**src/rtl/pcsc_pkg.sv**
```systemverilog
// Shared types, constants and the CRC-32 byte step for the PNG chunk stream checker.
// No dependencies; every other file imports this package.
package pcsc_pkg;

	localparam logic [31:0] CRC_POLY  = 32'hEDB88320;
	localparam logic [31:0] CRC_INIT  = 32'hFFFFFFFF;
	localparam logic [31:0] TYPE_IHDR = 32'h49484452;
	localparam logic [31:0] TYPE_IDAT = 32'h49444154;
	localparam logic [31:0] TYPE_IEND = 32'h49454E44;
	localparam logic [31:0] IHDR_MIN_LEN = 32'd13;
	localparam logic [32:0] TRUNC_MIN_BYTES = 33'd12;

	typedef enum logic [2:0] {
		PH_SIG  = 3'd0,
		PH_LEN  = 3'd1,
		PH_TYPE = 3'd2,
		PH_DATA = 3'd3,
		PH_CRC  = 3'd4,
		PH_STOP = 3'd5
	} phase_t;

	typedef struct packed {
		logic stop_sig;
		logic crc_bad;
		logic sig_bad;
		logic any;
		logic first;
		logic iend;
		logic idat;
		logic ihdr;
	} seen_t;

	// One entry per byte that yields results: a chunk record, a summary, or both.
	typedef struct packed {
		logic        has_chunk;
		logic        has_sum;
		logic [31:0] ctype;
		logic [31:0] clen;
		logic        match;
		logic [31:0] width;
		logic [31:0] height;
		logic [7:0]  depth;
		logic [7:0]  colour;
		logic [15:0] count;
		logic [7:0]  flags;
		logic [31:0] trail;
	} rec_t;

	function automatic logic [7:0] sig_byte(input logic [2:0] i);
		logic [7:0] v;
		case (i)
			3'd0: v = 8'h89;
			3'd1: v = 8'h50;
			3'd2: v = 8'h4E;
			3'd3: v = 8'h47;
			3'd4: v = 8'h0D;
			3'd5: v = 8'h0A;
			3'd6: v = 8'h1A;
			3'd7: v = 8'h0A;
			default: v = 8'h00;
		endcase
		return v;
	endfunction

	// Reflected CRC-32, one byte: eight shift/xor steps.
	function automatic logic [31:0] crc32_byte(input logic [31:0] c, input logic [7:0] b);
		logic [31:0] r;
		r = c ^ {24'd0, b};
		for (int k = 0; k < 8; k++) begin
			r = r[0] ? (CRC_POLY ^ (r >> 1)) : (r >> 1);
		end
		return r;
	endfunction

endpackage

```
**src/rtl/png_chunk_stream_checker_core.sv**
```systemverilog
// Top level of the PNG chunk stream checker: walker, result queue, output stage.
// Depends on pcsc_pkg, pcsc_walker, pcsc_queue and pcsc_emitter.
//
//  Channel | Handshake            | Payload
//  --------+----------------------+--------------------------------------------
//  in      | in_valid / in_ready  | data_byte, end_of_file
//  out     | out_valid / out_ready| record_kind .. trailing_count, last_of_run
//
// One byte is taken per cycle whenever the result queue (QDEPTH entries) has room.
// Each byte updates the walker counters and phase; type and data bytes also step the CRC.
// A byte that ends a chunk and the file yields two results, sent as two output transfers.
// Results pass through the queue and the emitter's entry register to reach the port.
// Reset is asynchronous, clearing all but stored entries; end of file resets the walker.
// A stalled output fills the queue, and in_ready drops once it is full.
module png_chunk_stream_checker_core
	import pcsc_pkg::*;
#(
	parameter int QDEPTH = 4
) (
	input  logic        clk,
	input  logic        arst_n,
	input  logic        in_valid,
	output logic        in_ready,
	input  logic [7:0]  data_byte,
	input  logic        end_of_file,
	output logic        out_valid,
	input  logic        out_ready,
	output logic        record_kind,
	output logic [31:0] chunk_type,
	output logic [31:0] chunk_length,
	output logic        crc_match,
	output logic [31:0] image_width,
	output logic [31:0] image_height,
	output logic [7:0]  bit_depth,
	output logic [7:0]  colour_type,
	output logic [15:0] chunks_seen,
	output logic [7:0]  error_flags,
	output logic [31:0] trailing_count,
	output logic        last_of_run
);

	logic q_full;
	logic q_push;
	rec_t q_push_rec;
	logic q_pop;
	rec_t q_pop_rec;
	logic q_nonempty;

	pcsc_walker u_walker (
		.clk         (clk),
		.arst_n      (arst_n),
		.in_valid    (in_valid),
		.in_ready    (in_ready),
		.data_byte   (data_byte),
		.end_of_file (end_of_file),
		.q_full      (q_full),
		.push        (q_push),
		.push_rec    (q_push_rec)
	);

	pcsc_queue #(
		.DEPTH (QDEPTH)
	) u_queue (
		.clk      (clk),
		.arst_n   (arst_n),
		.push     (q_push),
		.push_rec (q_push_rec),
		.full     (q_full),
		.pop      (q_pop),
		.pop_rec  (q_pop_rec),
		.nonempty (q_nonempty)
	);

	pcsc_emitter u_emitter (
		.clk            (clk),
		.arst_n         (arst_n),
		.q_nonempty     (q_nonempty),
		.q_rec          (q_pop_rec),
		.q_pop          (q_pop),
		.out_valid      (out_valid),
		.out_ready      (out_ready),
		.record_kind    (record_kind),
		.chunk_type     (chunk_type),
		.chunk_length   (chunk_length),
		.crc_match      (crc_match),
		.image_width    (image_width),
		.image_height   (image_height),
		.bit_depth      (bit_depth),
		.colour_type    (colour_type),
		.chunks_seen    (chunks_seen),
		.error_flags    (error_flags),
		.trailing_count (trailing_count),
		.last_of_run    (last_of_run)
	);

endmodule

```
**src/rtl/pcsc_walker.sv**
```systemverilog
// Front end: takes file bytes, checks the signature, walks chunks and the CRC,
// and builds result entries for the queue. Depends on pcsc_pkg.
module pcsc_walker
	import pcsc_pkg::*;
(
	input  logic        clk,
	input  logic        arst_n,
	input  logic        in_valid,
	output logic        in_ready,
	input  logic [7:0]  data_byte,
	input  logic        end_of_file,
	input  logic        q_full,
	output logic        push,
	output rec_t        push_rec
);

	phase_t      phase_q, phase_n;
	logic [31:0] idx_q, idx_n;
	logic [31:0] len_q, len_n;
	logic [31:0] type_q, type_n;
	logic [31:0] crc_q, crc_n;
	logic [31:0] stored_q, stored_n;
	logic [31:0] cap_w_q, cap_w_n;
	logic [31:0] cap_h_q, cap_h_n;
	logic [15:0] cap_dc_q, cap_dc_n;
	logic [15:0] cnt_q, cnt_n;
	seen_t       seen_q, seen_n;
	logic [31:0] trail_q, trail_n;
	logic [32:0] cbytes_q, cbytes_n;
	logic [31:0] pend_w_q, pend_w_n;
	logic [31:0] pend_h_q, pend_h_n;
	logic [15:0] pend_dc_q, pend_dc_n;

	logic        accept;
	logic        crc_last;
	logic        match;
	logic        sig_err;
	logic [31:0] idx_inc;
	logic        walking;
	logic [31:0] trail_sum;
	rec_t        rec;

	assign in_ready = !q_full;
	assign accept   = in_valid && !q_full;
	assign idx_inc  = idx_q + 32'd1;
	assign crc_last = (phase_q == PH_CRC) && (idx_q[1:0] == 2'd3);
	assign match    = ({stored_q[23:0], data_byte} == ~crc_q);
	assign sig_err  = (data_byte != sig_byte(idx_q[2:0]));

	// next phase
	always_comb begin
		phase_n = phase_q;
		case (phase_q)
			PH_SIG: begin
				if (idx_q[2:0] == 3'd7) begin
					phase_n = (seen_q.sig_bad || sig_err) ? PH_STOP : PH_LEN;
				end
			end
			PH_LEN: begin
				if (idx_q[1:0] == 2'd3) begin
					phase_n = PH_TYPE;
				end
			end
			PH_TYPE: begin
				if (idx_q[1:0] == 2'd3) begin
					phase_n = (len_q == 32'd0) ? PH_CRC : PH_DATA;
				end
			end
			PH_DATA: begin
				if (idx_inc == len_q) begin
					phase_n = PH_CRC;
				end
			end
			PH_CRC: begin
				if (crc_last) begin
					phase_n = match ? PH_LEN : PH_STOP;
				end
			end
			PH_STOP: phase_n = PH_STOP;
			default: phase_n = PH_STOP;
		endcase
	end

	// datapath and result entry
	always_comb begin
		idx_n     = idx_q;
		len_n     = len_q;
		type_n    = type_q;
		crc_n     = crc_q;
		stored_n  = stored_q;
		cap_w_n   = cap_w_q;
		cap_h_n   = cap_h_q;
		cap_dc_n  = cap_dc_q;
		cnt_n     = cnt_q;
		seen_n    = seen_q;
		trail_n   = trail_q;
		cbytes_n  = cbytes_q;
		pend_w_n  = pend_w_q;
		pend_h_n  = pend_h_q;
		pend_dc_n = pend_dc_q;
		rec       = '0;

		case (phase_q)
			PH_SIG: begin
				if (sig_err) begin
					seen_n.sig_bad = 1'b1;
				end
				if (idx_q[2:0] == 3'd7) begin
					idx_n = 32'd0;
					if (seen_n.sig_bad) begin
						seen_n.stop_sig = 1'b1;
					end
				end else begin
					idx_n = idx_inc;
				end
			end
			PH_LEN: begin
				len_n    = {len_q[23:0], data_byte};
				cbytes_n = cbytes_q + 33'd1;
				if (idx_q[1:0] == 2'd3) begin
					idx_n = 32'd0;
					crc_n = CRC_INIT;
				end else begin
					idx_n = idx_inc;
				end
			end
			PH_TYPE: begin
				type_n   = {type_q[23:0], data_byte};
				crc_n    = crc32_byte(crc_q, data_byte);
				cbytes_n = cbytes_q + 33'd1;
				idx_n    = (idx_q[1:0] == 2'd3) ? 32'd0 : idx_inc;
			end
			PH_DATA: begin
				crc_n    = crc32_byte(crc_q, data_byte);
				cbytes_n = cbytes_q + 33'd1;
				if (idx_q < 32'd4) begin
					pend_w_n = {pend_w_q[23:0], data_byte};
				end else if (idx_q < 32'd8) begin
					pend_h_n = {pend_h_q[23:0], data_byte};
				end else if (idx_q < 32'd10) begin
					pend_dc_n = {pend_dc_q[7:0], data_byte};
				end
				idx_n = (idx_inc == len_q) ? 32'd0 : idx_inc;
			end
			PH_CRC: begin
				stored_n = {stored_q[23:0], data_byte};
				cbytes_n = cbytes_q + 33'd1;
				idx_n    = idx_inc;
				if (crc_last) begin
					if (cnt_q != 16'hFFFF) begin
						cnt_n = cnt_q + 16'd1;
					end
					if (!seen_q.any && type_q == TYPE_IHDR) begin
						seen_n.first = 1'b1;
					end
					seen_n.any = 1'b1;
					if (type_q == TYPE_IHDR) begin
						seen_n.ihdr = 1'b1;
						if (len_q >= IHDR_MIN_LEN) begin
							cap_w_n  = pend_w_q;
							cap_h_n  = pend_h_q;
							cap_dc_n = pend_dc_q;
						end
					end else if (type_q == TYPE_IDAT) begin
						seen_n.idat = 1'b1;
					end else if (type_q == TYPE_IEND) begin
						seen_n.iend = 1'b1;
					end
					if (!match) begin
						seen_n.crc_bad = 1'b1;
					end
					rec.has_chunk = 1'b1;
					rec.ctype     = type_q;
					rec.clen      = len_q;
					rec.match     = match;
					idx_n    = 32'd0;
					len_n    = 32'd0;
					type_n   = 32'd0;
					stored_n = 32'd0;
					cbytes_n = 33'd0;
				end
			end
			PH_STOP: begin
				if (trail_q != 32'hFFFFFFFF) begin
					trail_n = trail_q + 32'd1;
				end
			end
			default: begin
				trail_n = trail_q;
			end
		endcase

		rec.count = cnt_n;

		// A partial chunk at end of file counts as trailing; trail_q is still zero then.
		walking   = (phase_n == PH_LEN) || (phase_n == PH_TYPE) ||
			(phase_n == PH_DATA) || (phase_n == PH_CRC);
		trail_sum = walking ? (cbytes_n[32] ? 32'hFFFFFFFF : cbytes_n[31:0]) : trail_n;

		if (end_of_file) begin
			rec.has_sum  = 1'b1;
			rec.width    = cap_w_n;
			rec.height   = cap_h_n;
			rec.depth    = cap_dc_n[15:8];
			rec.colour   = cap_dc_n[7:0];
			rec.trail    = trail_sum;
			rec.flags[0] = (phase_n == PH_SIG) || seen_n.stop_sig;
			rec.flags[1] = seen_n.crc_bad;
			rec.flags[2] = walking && (cbytes_n >= TRUNC_MIN_BYTES);
			rec.flags[3] = !seen_n.first;
			rec.flags[4] = !seen_n.ihdr;
			rec.flags[5] = !seen_n.idat;
			rec.flags[6] = !seen_n.iend;
			rec.flags[7] = (trail_sum != 32'd0);
		end
	end

	assign push     = accept && (rec.has_chunk || rec.has_sum);
	assign push_rec = rec;

	always_ff @(posedge clk or negedge arst_n) begin
		if (!arst_n) begin
			phase_q   <= PH_SIG;
			idx_q     <= '0;
			len_q     <= '0;
			type_q    <= '0;
			crc_q     <= CRC_INIT;
			stored_q  <= '0;
			cap_w_q   <= '0;
			cap_h_q   <= '0;
			cap_dc_q  <= '0;
			cnt_q     <= '0;
			seen_q    <= '0;
			trail_q   <= '0;
			cbytes_q  <= '0;
			pend_w_q  <= '0;
			pend_h_q  <= '0;
			pend_dc_q <= '0;
		end else if (accept) begin
			if (end_of_file) begin
				// start over: the next byte opens a new file
				phase_q   <= PH_SIG;
				idx_q     <= '0;
				len_q     <= '0;
				type_q    <= '0;
				crc_q     <= CRC_INIT;
				stored_q  <= '0;
				cap_w_q   <= '0;
				cap_h_q   <= '0;
				cap_dc_q  <= '0;
				cnt_q     <= '0;
				seen_q    <= '0;
				trail_q   <= '0;
				cbytes_q  <= '0;
				pend_w_q  <= '0;
				pend_h_q  <= '0;
				pend_dc_q <= '0;
			end else begin
				phase_q   <= phase_n;
				idx_q     <= idx_n;
				len_q     <= len_n;
				type_q    <= type_n;
				crc_q     <= crc_n;
				stored_q  <= stored_n;
				cap_w_q   <= cap_w_n;
				cap_h_q   <= cap_h_n;
				cap_dc_q  <= cap_dc_n;
				cnt_q     <= cnt_n;
				seen_q    <= seen_n;
				trail_q   <= trail_n;
				cbytes_q  <= cbytes_n;
				pend_w_q  <= pend_w_n;
				pend_h_q  <= pend_h_n;
				pend_dc_q <= pend_dc_n;
			end
		end
	end

endmodule

```
**src/rtl/pcsc_queue.sv**
```systemverilog
// Short FIFO of result entries between the chunk walker and the output stage.
// Depends on pcsc_pkg for the entry type.
module pcsc_queue
	import pcsc_pkg::*;
#(
	parameter int DEPTH = 4
) (
	input  logic clk,
	input  logic arst_n,
	input  logic push,
	input  rec_t push_rec,
	output logic full,
	input  logic pop,
	output rec_t pop_rec,
	output logic nonempty
);

	localparam int PW = (DEPTH > 1) ? $clog2(DEPTH) : 1;
	localparam int CW = $clog2(DEPTH + 1);

	rec_t          mem_q [DEPTH];
	logic [PW-1:0] wr_ptr_q;
	logic [PW-1:0] rd_ptr_q;
	logic [CW-1:0] cnt_q;

	assign full     = (cnt_q == CW'(DEPTH));
	assign nonempty = (cnt_q != '0);
	assign pop_rec  = mem_q[rd_ptr_q];

	always_ff @(posedge clk) begin
		if (push) begin
			mem_q[wr_ptr_q] <= push_rec;
		end
	end

	always_ff @(posedge clk or negedge arst_n) begin
		if (!arst_n) begin
			wr_ptr_q <= '0;
			rd_ptr_q <= '0;
			cnt_q    <= '0;
		end else begin
			if (push) begin
				wr_ptr_q <= (wr_ptr_q == PW'(DEPTH - 1)) ? '0 : wr_ptr_q + PW'(1);
			end
			if (pop) begin
				rd_ptr_q <= (rd_ptr_q == PW'(DEPTH - 1)) ? '0 : rd_ptr_q + PW'(1);
			end
			if (push && !pop) begin
				cnt_q <= cnt_q + CW'(1);
			end else if (pop && !push) begin
				cnt_q <= cnt_q - CW'(1);
			end
		end
	end

	a_no_overflow: assert property (@(posedge clk) disable iff (!arst_n)
		push |-> !full) else $error("queue written while full");

	a_no_underflow: assert property (@(posedge clk) disable iff (!arst_n)
		pop |-> nonempty) else $error("queue read while empty");

	a_fill_bound: assert property (@(posedge clk) disable iff (!arst_n)
		cnt_q <= CW'(DEPTH)) else $error("queue fill count out of range");

	a_ptr_gap: assert property (@(posedge clk) disable iff (!arst_n)
		(cnt_q == '0) |-> (wr_ptr_q == rd_ptr_q)) else $error("empty queue with pointer gap");

endmodule

```
**src/rtl/pcsc_emitter.sv**
```systemverilog
// Back end: takes entries from the queue and presents their chunk record and
// summary one transfer at a time. Depends on pcsc_pkg.
module pcsc_emitter
	import pcsc_pkg::*;
(
	input  logic        clk,
	input  logic        arst_n,
	input  logic        q_nonempty,
	input  rec_t        q_rec,
	output logic        q_pop,
	output logic        out_valid,
	input  logic        out_ready,
	output logic        record_kind,
	output logic [31:0] chunk_type,
	output logic [31:0] chunk_length,
	output logic        crc_match,
	output logic [31:0] image_width,
	output logic [31:0] image_height,
	output logic [7:0]  bit_depth,
	output logic [7:0]  colour_type,
	output logic [15:0] chunks_seen,
	output logic [7:0]  error_flags,
	output logic [31:0] trailing_count,
	output logic        last_of_run
);

	rec_t ent_q;
	logic chunk_pend_q;
	logic sum_pend_q;
	logic fire;
	logic free;

	assign out_valid   = chunk_pend_q || sum_pend_q;
	assign last_of_run = !(chunk_pend_q && sum_pend_q);
	assign fire        = out_valid && out_ready;
	assign free        = !out_valid || (fire && last_of_run);
	assign q_pop       = free && q_nonempty;

	// chunk record goes out before the summary of the same byte
	always_comb begin
		record_kind    = !chunk_pend_q;
		chunks_seen    = ent_q.count;
		chunk_type     = '0;
		chunk_length   = '0;
		crc_match      = 1'b0;
		image_width    = '0;
		image_height   = '0;
		bit_depth      = '0;
		colour_type    = '0;
		error_flags    = '0;
		trailing_count = '0;
		if (chunk_pend_q) begin
			chunk_type   = ent_q.ctype;
			chunk_length = ent_q.clen;
			crc_match    = ent_q.match;
		end else begin
			image_width    = ent_q.width;
			image_height   = ent_q.height;
			bit_depth      = ent_q.depth;
			colour_type    = ent_q.colour;
			error_flags    = ent_q.flags;
			trailing_count = ent_q.trail;
		end
	end

	always_ff @(posedge clk) begin
		if (q_pop) begin
			ent_q <= q_rec;
		end
	end

	always_ff @(posedge clk or negedge arst_n) begin
		if (!arst_n) begin
			chunk_pend_q <= 1'b0;
			sum_pend_q   <= 1'b0;
		end else if (q_pop) begin
			chunk_pend_q <= q_rec.has_chunk;
			sum_pend_q   <= q_rec.has_sum;
		end else if (fire) begin
			if (chunk_pend_q) begin
				chunk_pend_q <= 1'b0;
			end else begin
				sum_pend_q <= 1'b0;
			end
		end else if (free) begin
			chunk_pend_q <= 1'b0;
			sum_pend_q   <= 1'b0;
		end
	end

endmodule

```
**config.mk**
```make
export PLATFORM = sky130hd
export DESIGN_NAME = png_chunk_stream_checker_core
export DESIGN_NICKNAME = d
export VERILOG_FILES = /design/src/rtl/pcsc_pkg.sv /design/src/rtl/png_chunk_stream_checker_core.sv /design/src/rtl/pcsc_walker.sv /design/src/rtl/pcsc_queue.sv /design/src/rtl/pcsc_emitter.sv
export SDC_FILE = /design/constraint.sdc
export NUM_CORES = 2
export LEC_CHECK = 0
export ABC_AREA = 1
export BUFFER_PORTS_ARGS = -buffer_cell sky130_fd_sc_hd__buf_4
export CAP_MARGIN = 20
export CORE_MARGIN = 5
export CORE_UTILIZATION = 56
export DETAILED_ROUTE_END_ITERATION = 8
export PLACE_DENSITY = 0.81
export SETUP_SLACK_MARGIN = 0.1
export SYNTH_ARGS = -nofsm -noshare
export SYNTH_HDL_FRONTEND = slang
export SYNTH_SLANG_ARGS = --single-unit
```
**constraint.sdc**
```tcl
create_clock -name clk -period 11.1 [get_ports clk]
set_input_delay 0 -clock clk [delete_from_list [all_inputs] [get_ports clk]]
set_output_delay 0 -clock clk [all_outputs]
set_load 0.02 [all_outputs]
```
==> out/results.ini <==
[status]
outcome = finished clean

[sta]
finalSetupViolations = 0
timing.fmax_ghz = 0.2053
drv_slew = 0
hold_viol = 0
post-route-period-util_pct = 43.89
relSlewSlack_pct = 12.13
rsz0062_at_grt = no
tightest_slew_ns = 1.318
finClkSkew_ns = 0.05446
min_period_ns = 4.872

[finish]
fin_cells = 7728
syn2layout_area_growth_pct = 12.42
reg_top3 = u_queue.mem_q (812), u_emitter.ent_q (185), u_walker.cbytes_q (33)
fin_util_pct = 63.24
largest_register_ffs = 812
drive_above_1_share_pct = 9.508
fill_cells = 8386
top_register = u_queue.mem_q
final_common_cell = edfxtp_1
design_area_um2 = 69890
layout_common_cells = edfxtp_1 (1013), nor2_1 (953), nand2_1 (760)
fin_nets = 6148

[drt]
wire_per_inst_um = 21.02
ant_nets = 0
vias_per_cell = 5.900
post-route-drc-count = 0
drt-initial-drc-count = 5543
vias = 45600
first_pass_iters = 6
wl_um = 162500

[synth]
synth_edf_count = 1013
synth_nets = 6044
ys_async_sr_fraction_pct = 28.96
avgSynthCellArea_um2 = 10.34
yosys_warnings = 0
syn_inst = 6012
ys_top_cells_by_area = edfxtp_1 (49%), dfrtp_1 (15%), o21ai_0 (6.0%), nor2_1 (5.8%), nand2_1 (4.6%)
synth_top_area_share_pct = 48.93
yosys.cell_types.count = 62
synth.cell_area_um2 = 62170
synth-seq-cells = 1426
yosysSeqAreaShare_pct = 65.62
synthFlopType = edfxtp_1
synth_top_area_cell = edfxtp_1

[clock_tree]
cts_root_buf = clkbuf_16
post_cts_buffers = 0
cts_resized = 0
cts_buffers = 142
htreeDepth = 4
insertion_delay_ns = 0.77
cts_buffer_depth = 3
cts.sinks = 1426
clkTransAtPathRegs_ns = 0.06
cts_tree = done

[placed_design]
hpwl_um = 99690
portBuffers = 217
dp_cells = 7440
placed_area_um2 = 64950
gp_congestion = 0.9566

[global_routing]
grt_pass1_wl_um = 249000
antenna_found_initial = 6
track_usage_pct = 27.03
grt_max_degree = 232
overflow = 0
grt_pass1_vias = 43760

[worst_setup_path]
crit_buf_inv = 2
crit_fanout = 37
path_class = register to register
crit_required_ns = 11.55
cp.arrival_ns = 5.32
cp-end-kind = register
cp_common_cell = nand2_1
startpoint_type = register
cp_cell_sequence = ha_1 -> inv_2 -> nor2_4 -> nand2_2 -> o21ai_1 -> nand2_1 -> nand2_1 -> nand2_1 -> nor2_1 -> nand2_1 -> nor2_1 -> nand2_1 -> nor2_1 -> nand3_1 -> nand2_1 -> inv_2 -> nand2_2 -> nand2_4 -> o21ai_0 -> nand2_1 -> nor2_1 -> nand2_1 -> nor2_1 -> a21oi_1
critical-path-top-delay-family = simple AND/OR/NAND/NOR gates
cp_slowest_cell = dfrtp_1
max_stage_delay_ns = 0.48

[floorplanning]
die_h_um = 343.2
initial_utilization_pct = 56.25
fp.dieArea_um2 = 117800
io_pins = 218
core_um2 = 110500
dieWidth_um = 343.2
num_rows = 122

[pwr]
vdd_drop_max_mv = 0.2240
p_leak_uw = 0.02783
pwr-share-comb_pct = 28.2
p_sw_share_pct = 34.77
powerDensity_nw_per_um2 = 240.5
p_switching_uw = 5844
intPower_uw = 10970
power_frac_seq_pct = 43.5
p_clk_share_pct = 28.2

[flow_run]
cap_viol_max_count = 0

[min_path]
min_path_type = input pin to register

==> path summary, 6_finish.rpt <==
path	start	end	slack [ns]	cells past startpoint
min in group asynchronous	arst_n	u_walker.crc_q[16]	0.37	3
max reg2reg	u_walker.idx_q[0]	u_queue.mem_q[1][39]	6.23	24
max in group asynchronous	arst_n	u_walker.type_q[24]	9.18	5
min	out_ready	u_emitter.sum_pend_q	0.15	5
min reg2reg	u_walker.pend_dc_q[8]	u_walker.pend_dc_q[8]	0.48	1
max	u_walker.idx_q[0]	u_queue.mem_q[1][39]	6.23	24
==> synthesized netlist by cell type, types with 4 or more instances <==
library cell / instances
edfxtp_1: 1013
nor2_1: 959
nand2_1: 761
o21ai_0: 744
inv_1: 657
dfrtp_1: 381
o22ai_1: 379
clkbuf_1: 287
nand3_1: 235
xor2_1: 117
nand4_1: 79
nor3_1: 58
a21oi_1: 45
nor4_1: 38
dfstp_2: 32
xnor2_1: 24
buf_4: 22
ha_1: 18
buf_1: 13
or2_2: 13
o31ai_1: 12
o211ai_1: 10
nand3b_1: 9
a32o_1: 8
inv_2: 8
nor2_4: 8
o21ai_1: 8
nand2_2: 7
nor2_2: 5
a22oi_1: 4
and2_1: 4
buf_2: 4
buf_6: 4
==> worst min-delay path: stages <==
cell           delay [ns]
dlygate4sd3_1        0.53
buf_4                0.15
nand2_1              0.06
nand2_1              0.07
nand2_1              0.07
==> layer usage <==
| layer | track usage [%] | part of all wire [%] | vias up |
|---|---|---|---|
| li1 | - | - | 20800 |
| met1 | 36.80 | 40 | 22300 |
| met2 | 44.28 | 48 | 2159 |
| met3 | 5.399 | 8.9 | 344 |
| met4 | 8.717 | 3.0 | 4 |
| met5 | 0 | 0.017 | - |
==> power by group through the flow <==
stage          combinational, uW  clock [uW]  sequential [uW]
2_1_floorplan               2980           0             7350
3_3_place_gp                4600           0             7380
3_5_place_dp                4710           0             7410
4_1_cts                     4740        4800             7310
5_1_grt                     5160        5030             7380
6_report                    4750        4750             7310
==> layout make-up <==
type / count / area [um2] / area share [%]
diodes: 3 / 7.507 / 0.01074
clock inverters: 68 / 630.6 / 0.9023
inverters: 668 / 2537 / 3.631
flip-flops and latches: 1426 / 40810 / 58.39
clock buffers: 197 / 4018 / 5.749
repair buffers: 290 / 2415 / 3.455
well taps: 1488 / 1862 / 2.664
multi-input cells: 3588 / 17610 / 25.20
==> logic make-up (layout without fill, tap and decap cells) <==
kind of cell               Yosys count  count (layout)  synth area share (%)
xor gates and xnor gates           144             144                 2.095
buffers and inverters              998            1223                 6.215
AOI/OAI and AO/OA                 1237            1237                 11.03
other                                0               3                     0
DFF                               1426            1426                 65.62
adders and majority gates           19              19                0.3945
and+or+nand+nor                   2188            2188                 14.64
==> per-stage QoR <==
stage	hold slack [ns]	TNS (ns)	power [uW]	setup WS, ns
after floorplan	-0.2956	-171.06	10330	-0.2107
after global placement	0.07540	0	11990	6.526
after CTS	0.08553	0	16850	6.366
after detailed placement	0.08518	0	12120	6.418
final	0.1529	0	16810	6.228
after global routing	0.1580	0	17570	5.804
==> what timing repair did <==
item                                    CTS  global route
endpoints found under the hold margin   182             0
endpoints found under the setup margin    0             0
hold buffers                             15             0
(Power assumes the default switching activity.)
